## src/design/sact_pkg.sv

```systemverilog
`default_nettype none
package sact_pkg;

  localparam int unsigned WAYS_DEF   = 4;
  localparam int unsigned SETS_DEF   = 256;
  localparam int unsigned ADDR_W     = 32;
  localparam int unsigned INSTR_W    = 16;
  localparam int unsigned LAT_W      = 11;
  localparam int unsigned CNT_W      = 40;
  localparam int unsigned TAG_W      = 32;
  localparam int unsigned AGE_W      = 32;
  localparam int unsigned WAY_OUT_W  = 2;
  localparam int unsigned CFG_IDX_W  = 3;
  localparam int unsigned CFG_DATA_W = 10;
  localparam int unsigned RAW_SET_W  = 15;
  localparam int unsigned LFSR_W     = 16;
  localparam int unsigned NUM_CNT    = 8;

  localparam logic [CNT_W-1:0]  CNT_MAX   = '1;
  localparam logic [LFSR_W-1:0] LFSR_SEED = 16'hACE1;
  localparam logic [LFSR_W-1:0] LFSR_TAPS = 16'hB400;

  typedef enum logic [CFG_IDX_W-1:0] {
    REG_LINE_SHIFT     = 3'd0,
    REG_INDEX_WIDTH    = 3'd1,
    REG_REPLACE_FIFO   = 3'd2,
    REG_FILL_PENALTY   = 3'd3,
    REG_ALLOC_ON_STORE = 3'd4
  } cfg_reg_e;

  typedef enum logic {
    FUNC_LOAD  = 1'b0,
    FUNC_STORE = 1'b1
  } func_e;

  typedef enum logic [2:0] {
    C_ACC = 3'd0, C_HIT = 3'd1, C_LD = 3'd2, C_LDH = 3'd3,
    C_ST  = 3'd4, C_STH = 3'd5, C_CYC = 3'd6, C_MEM = 3'd7
  } cnt_idx_e;

  typedef enum logic [1:0] {
    ST_CLEAR,
    ST_IDLE,
    ST_LOOK
  } back_state_e;

  typedef struct packed {
    logic [3:0] line_shift;
    logic [3:0] index_width;
    logic       replace_fifo;
    logic [9:0] fill_penalty;
    logic       alloc_on_store;
  } cfg_t;

  function automatic logic [CNT_W-1:0] sat_add(input logic [CNT_W-1:0] c,
                                                input logic [CNT_W-1:0] v);
    logic [CNT_W:0] s;
    s = {1'b0, c} + {1'b0, v};
    return s[CNT_W] ? CNT_MAX : s[CNT_W-1:0];
  endfunction

  function automatic logic [LFSR_W-1:0] lfsr_next(input logic [LFSR_W-1:0] s);
    logic [LFSR_W-1:0] n;
    n = s >> 1;
    if (s[0]) n = n ^ LFSR_TAPS;
    return n;
  endfunction

  // Remainder by a constant divisor (up to 4096): reciprocal multiply with a
  // 29-bit scale is exact for any 16-bit value, then one multiply-subtract.
  function automatic logic [15:0] reduce_mod(input logic [15:0] value,
                                              input int unsigned divisor);
    logic [63:0] recip;
    logic [63:0] prod;
    logic [15:0] quo;
    logic [31:0] back_prod;
    recip     = ((64'd1 << 29) + 64'(divisor) - 64'd1) / 64'(divisor);
    prod      = 64'(value) * recip;
    quo       = prod[44:29];
    back_prod = 32'(quo) * 32'(divisor);
    return value - back_prod[15:0];
  endfunction

endpackage
`default_nettype wire

```

## src/design/sact_if.sv

```systemverilog
`default_nettype none
interface sact_in_if;
  import sact_pkg::*;
  logic               valid;
  logic               ready;
  logic               func;
  logic [ADDR_W-1:0]  address;
  logic [INSTR_W-1:0] instructions;
  modport source (output valid, func, address, instructions, input ready);
  modport sink   (input valid, func, address, instructions, output ready);
endinterface

`default_nettype wire

```

## src/design/sact_front.sv

```systemverilog
`default_nettype none
module sact_front import sact_pkg::*; #(
  parameter int unsigned SETS = SETS_DEF,
  localparam int unsigned SET_W = (SETS > 1) ? $clog2(SETS) : 1
) (
  input  wire              clk_i,
  input  wire              rst_ni,
  sact_in_if.sink          in_i,
  input  cfg_t             cfg_i,
  output logic             item_valid_o,
  input  wire              item_ready_i,
  output logic             item_func_o,
  output logic [SET_W-1:0] item_set_o,
  output logic [TAG_W-1:0] item_tag_o,
  output logic [INSTR_W-1:0] item_instr_o
);

  // decode
  logic [ADDR_W-1:0]    shifted;
  logic [RAW_SET_W-1:0] set_mask;
  logic [RAW_SET_W-1:0] raw_set;
  logic [15:0]          red_set;
  logic [4:0]           tag_shift;
  logic [SET_W-1:0]     dec_set;
  logic [TAG_W-1:0]     dec_tag;

  always_comb begin
    shifted   = in_i.address >> cfg_i.line_shift;
    set_mask  = RAW_SET_W'((16'd1 << cfg_i.index_width) - 16'd1);
    raw_set   = shifted[RAW_SET_W-1:0] & set_mask;
    red_set   = reduce_mod({1'b0, raw_set}, SETS);
    dec_set   = SET_W'(red_set);
    tag_shift = {1'b0, cfg_i.line_shift} + {1'b0, cfg_i.index_width};
    dec_tag   = in_i.address >> tag_shift;
  end

  // two-entry queue to the back end
  logic             func_q  [2];
  logic [SET_W-1:0] set_q   [2];
  logic [TAG_W-1:0] tag_q   [2];
  logic [INSTR_W-1:0] instr_q [2];
  logic       wr_ptr_q, wr_ptr_d, rd_ptr_q, rd_ptr_d;
  logic [1:0] count_q, count_d;
  logic       push, pop;

  assign in_i.ready   = (count_q != 2'd2);
  assign push         = in_i.valid && in_i.ready;
  assign item_valid_o = (count_q != 2'd0);
  assign pop          = item_valid_o && item_ready_i;

  assign item_func_o  = func_q[rd_ptr_q];
  assign item_set_o   = set_q[rd_ptr_q];
  assign item_tag_o   = tag_q[rd_ptr_q];
  assign item_instr_o = instr_q[rd_ptr_q];

  always_comb begin
    wr_ptr_d = push ? ~wr_ptr_q : wr_ptr_q;
    rd_ptr_d = pop ? ~rd_ptr_q : rd_ptr_q;
    count_d  = count_q + {1'b0, push} - {1'b0, pop};
  end

  always_ff @(posedge clk_i or negedge rst_ni) begin
    if (!rst_ni) begin
      wr_ptr_q <= 1'b0;
      rd_ptr_q <= 1'b0;
      count_q  <= 2'd0;
    end else begin
      wr_ptr_q <= wr_ptr_d;
      rd_ptr_q <= rd_ptr_d;
      count_q  <= count_d;
    end
  end

  always_ff @(posedge clk_i) begin
    if (push) begin
      func_q[wr_ptr_q]  <= in_i.func;
      set_q[wr_ptr_q]   <= dec_set;
      tag_q[wr_ptr_q]   <= dec_tag;
      instr_q[wr_ptr_q] <= in_i.instructions;
    end
  end

endmodule
`default_nettype wire

```

## src/flat_wrapper.sv

```systemverilog
// flat-port wrapper written by rule: the top's interface ports become plain ports
module sact_front_flat import sact_pkg::*;
#(
  parameter int unsigned SETS = SETS_DEF,
  localparam int unsigned SET_W = (SETS > 1) ? $clog2(SETS) : 1
)
  (clk_i, rst_ni, cfg_i, item_valid_o, item_ready_i, item_func_o, item_set_o, item_tag_o, item_instr_o, in_i_valid, in_i_func, in_i_address, in_i_instructions, in_i_ready);
  sact_in_if in_i_i ();
  input  wire clk_i;
  input  wire rst_ni;
  input  cfg_t cfg_i;
  output logic item_valid_o;
  input  wire item_ready_i;
  output logic item_func_o;
  output logic [SET_W-1:0] item_set_o;
  output logic [TAG_W-1:0] item_tag_o;
  output logic [INSTR_W-1:0] item_instr_o;
  input wire logic [$bits(in_i_i.valid)-1:0] in_i_valid;
  input wire logic [$bits(in_i_i.func)-1:0] in_i_func;
  input wire logic [$bits(in_i_i.address)-1:0] in_i_address;
  input wire logic [$bits(in_i_i.instructions)-1:0] in_i_instructions;
  output wire logic [$bits(in_i_i.ready)-1:0] in_i_ready;
  assign in_i_i.valid = in_i_valid;
  assign in_i_i.func = in_i_func;
  assign in_i_i.address = in_i_address;
  assign in_i_i.instructions = in_i_instructions;
  assign in_i_ready = in_i_i.ready;
  sact_front #(.SETS(SETS)) u_core (.clk_i(clk_i), .rst_ni(rst_ni), .in_i(in_i_i), .cfg_i(cfg_i), .item_valid_o(item_valid_o), .item_ready_i(item_ready_i), .item_func_o(item_func_o), .item_set_o(item_set_o), .item_tag_o(item_tag_o), .item_instr_o(item_instr_o));
endmodule
```

## config.mk

```make
export PLATFORM = sky130hd
export DESIGN_NAME = sact_front_flat
export DESIGN_NICKNAME = d
export VERILOG_FILES = /design/src/design/sact_pkg.sv /design/src/design/sact_if.sv /design/src/design/sact_front.sv /design/src/flat_wrapper.sv
export SDC_FILE = /design/constraint.sdc
export NUM_CORES = 1
export LEC_CHECK = 0
export BUFFER_PORTS_ARGS = -buffer_cell sky130_fd_sc_hd__clkbuf_2
export CAP_MARGIN = 30
export CORE_MARGIN = 3
export CORE_UTILIZATION = 61
export DETAILED_ROUTE_END_ITERATION = 6
export GPL_ROUTABILITY_DRIVEN = 0
export PLACE_DENSITY_LB_ADDON = 0.12
export SYNTH_ARGS = -nofsm -noshare
export SYNTH_HDL_FRONTEND = slang
export SYNTH_SLANG_ARGS = --single-unit
```

## constraint.sdc

```tcl
create_clock -name clk_i -period 5.1 [get_ports clk_i]
set_input_delay 1.53 -clock clk_i [delete_from_list [all_inputs] [get_ports clk_i]]
set_output_delay 1.53 -clock clk_i [all_outputs]
set_load 0.02 [all_outputs]
```

==> results.yml <==
place:
  dp.cells: 748
  dp_hpwl_um: 11200
  io_buffers: 119
grt:
  grt.overflow.total: 0
  grt_pass1_wl_um: 24900
  first_global_vias: 4871
  grt_usage_pct: 25.1
  grt_max_degree: 42
  antenna_found_initial: 0
critical_path:
  cp.arrival_ns: 4.22
  crit_required_ns: 5.20
  worstSetupEndpointType: "flip-flop"
  crit_family: "compound AO/OA/AOI/OAI gates"
  crit_type: "input pin to flip-flop"
  cp-start-kind: "input pin"
  path_buf_inv: 2
  path_max_fanout: 34
  max_stage_delay_ns: 0.84
  crit_path_top_delay_cell: "a2111oi_0"
  worstPathCellList: "clkbuf_2, ha_1, fa_1, buf_12, mux4_2, a2111oi_0, a211oi_1"
synthesis:
  yosysUniqueCellTypes: 56
  syn_area_mm2: 0.00696
  synth-seq-cells: 118
  seq_area_frac_synth_pct: 50.6
  async_reset_ff_share_pct: 3.39
  synth_edf_count: 114
  ys_warn_count: 0
  syn-num-nets: 593
  syn-mean-instance-area_um2: 13.6
  synth_flop_cell: "edfxtp_1"
  synthCells: 512
sta:
  hold_viol_final: 0
  finalCritPeriodShare_pct: 80.9
  setup_tns_ns: 0
  fin_crit_ns: 4.13
  slew_headroom_pct: 37.1
  fin_worst_skew_ns: 0.00444
  rsz0062_at_grt: "no"
  worst_slew_pin_slew_ns: 0.944
  fmax_mhz: 242
  finalSetupViolCount: 0
  drv_slew: 0
drt:
  drt_first_pass_iters: 6
  drc_errors: 0
  via_count: 4890
  wl_um: 15700
  ant_nets: 0
  wl_per_cell_um: 20.1
  first_iter_violations: 456
  viasPerCell: 6.26
floorplanning:
  initial_core_util_pct: 63.4
  ios: 132
  die_h_um: 113
  die_area_mm2: 0.0127
  die_x_um: 113
  rows: 38
  core_mm2: 0.0110
pwr:
  powerDensity_mw_per_mm2: 519
  comb_power_share_pct: 37.2
  p_leak_nw: 3.23
  power.share.clock_pct: 27.4
  swShare_pct: 34.6
  power_frac_seq_pct: 35.4
  irDropWorstVdd_mv: 0.449
  p_sw_mw: 1.48
  internal_power_mw: 2.80
clock_tree:
  root_buffer: "clkbuf_16"
  clock_path_buffers: 2
  cts_setup_buffers: 0
  cts.clk_slew.worst_paths_ns: 0.05
  clk_latency_ns: 0.40
  cts_sinks: 118
  cts_hold_buffers: 0
  cts_buffers: 17
  h-tree-depth: 4
  cts_tree: "yes"
  cts_resized: 0
outcome:
  outcome: "finished, final reports clean"
finish:
  finalCoreUtilization_pct: 75.1
  n_fill_cell: 712
  antenna_cells: 0
  synthToLayoutAreaGrowth_pct: 18.5
  final_cells: 781
  nets: 709
  drive_gt1_share_pct: 42.6
job:
  maxCapViolCount: 0
min_path:
  hold_class: "flip-flop to flip-flop"
stage by stage:
step                      power [mW]  instance area [um^2]  hold WS, ns  worst slack [ns]
final                           4.28                  8250        0.560             0.972
after detailed placement        3.11                  7650        0.532             0.667
after CTS                       4.30                  8240        0.568              1.00
after floorplan                 2.64                  6960        0.460             0.616
after global routing            4.48                  8250        0.594             0.860
after global placement          3.06                  7650        0.529             0.760
layout make-up:
class	instances	area, um^2	share of cell area [%]
Tap cell	140	175	2.12
Sequential cell	118	3520	42.7
Inverter	10	37.5	0.455
Multi-Input combinational cell	347	3200	38.8
Clock inverter	13	155	1.88
Clock buffer	19	433	5.25
Timing Repair Buffer	134	721	8.74
metal layers:
layer	up-vias	routed length (um)	GRT usage, %
met5	-	0	0
met4	0	362	8.57
met3	42	1240	5.72
met2	243	7500	41.2
met1	2346	6600	33.5
li1	2259	-	-
power by group through the flow:
stage	sequential, mW	clock (mW)	combinational, mW
floorplan	1.46	0	1.18
global placement	1.51	0	1.55
detailed placement	1.53	0	1.59
CTS	1.51	1.19	1.60
global route	1.54	1.23	1.71
finish	1.51	1.17	1.59
worst register-to-register path: cells and delay by family, from the launching register on:
| family | cells | cell delay, ns |
|---|---|---|
| and+or+nand+nor | 2 | 0.93 |
| DFF | 1 | 0.40 |
| buffers and inverters | 1 | 0.43 |
path summary, 6_finish.rpt:
path,start,endpoint,slack [ns],cells after the start
max in group asynchronous,rst_ni,u_core.rd_ptr_q$_DFFE_PN0P_,4.02,1
max reg2reg,u_core.count_q[1]$_DFF_PN0_,u_core.tag_q[1][28]$_DFFE_PP_,3.02,3
min reg2reg,u_core.wr_ptr_q$_DFFE_PN0P_,u_core.wr_ptr_q$_DFFE_PN0P_,0.56,1
min in group asynchronous,rst_ni,u_core.rd_ptr_q$_DFFE_PN0P_,0.93,1
max,cfg_i[16],u_core.tag_q[1][5]$_DFFE_PP_,0.97,7
min,u_core.wr_ptr_q$_DFFE_PN0P_,u_core.wr_ptr_q$_DFFE_PN0P_,0.56,1
synth_stat cells, types with 8 or more instances:
| master | n | area, um^2 |
|---|---|---|
| edfxtp_1 | 114 | 3420 |
| mux2_2 | 67 | 754 |
| nand2_1 | 42 | 158 |
| mux4_2 | 33 | 743 |
| nor2_1 | 30 | 113 |
| mux2i_1 | 28 | 280 |
| a21oi_1 | 18 | 90.1 |
| clkbuf_1 | 12 | 45.0 |
| nand3_1 | 12 | 60.1 |
| a211oi_1 | 11 | 82.6 |
| buf_2 | 10 | 50.1 |
| inv_1 | 9 | 33.8 |
| o211ai_1 | 9 | 67.6 |
| and3_1 | 8 | 50.1 |
| o21ai_0 | 8 | 40.0 |
| o21ai_1 | 8 | 40.0 |
cell usage in the layout, fill, tap and decap left out, types with 3 or more instances in the layout:
cell type	count
clkbuf_2	119
nand2_1	42
mux2_2	67
buf_4	14
clkinv_2	3
a221oi_1	3
mux2i_1	28
clkinv_1	3
mux2_1	4
and3_1	7
a21o_1	5
o21ai_1	8
mux4_1	3
inv_1	9
a21oi_1	18
ha_1	7
a2111oi_0	4
a211o_1	3
nand3_1	12
bufinv_16	3
o21ai_0	8
dfrtp_1	3
edfxtp_1	114
o31ai_1	4
clkbuf_16	17
xnor2_1	3
nor2_1	29
mux4_2	33
o211ai_1	9
a22oi_1	3
nor2b_1	3
a211oi_1	11
cells by family after synthesis:
kind of cell / count (synthesis) / synth area share (%)
fa+ha+maj: 8 / 1.55
xor+xnor: 7 / 0.989
compound gates: 90 / 8.95
buf+inv: 47 / 3.65
simple gates: 107 / 6.94
mux: 135 / 27.3
flops: 118 / 50.6
registers in the layout, summed over array words and instances (netlist names):
register and flops:
u_core.tag_q 64, u_core.instr_q 32, u_core.set_q 16, u_core.count_q 2, u_core.func_q 2, u_core.rd_ptr_q 1, u_core.wr_ptr_q 1
(Power assumes the default switching activity.)
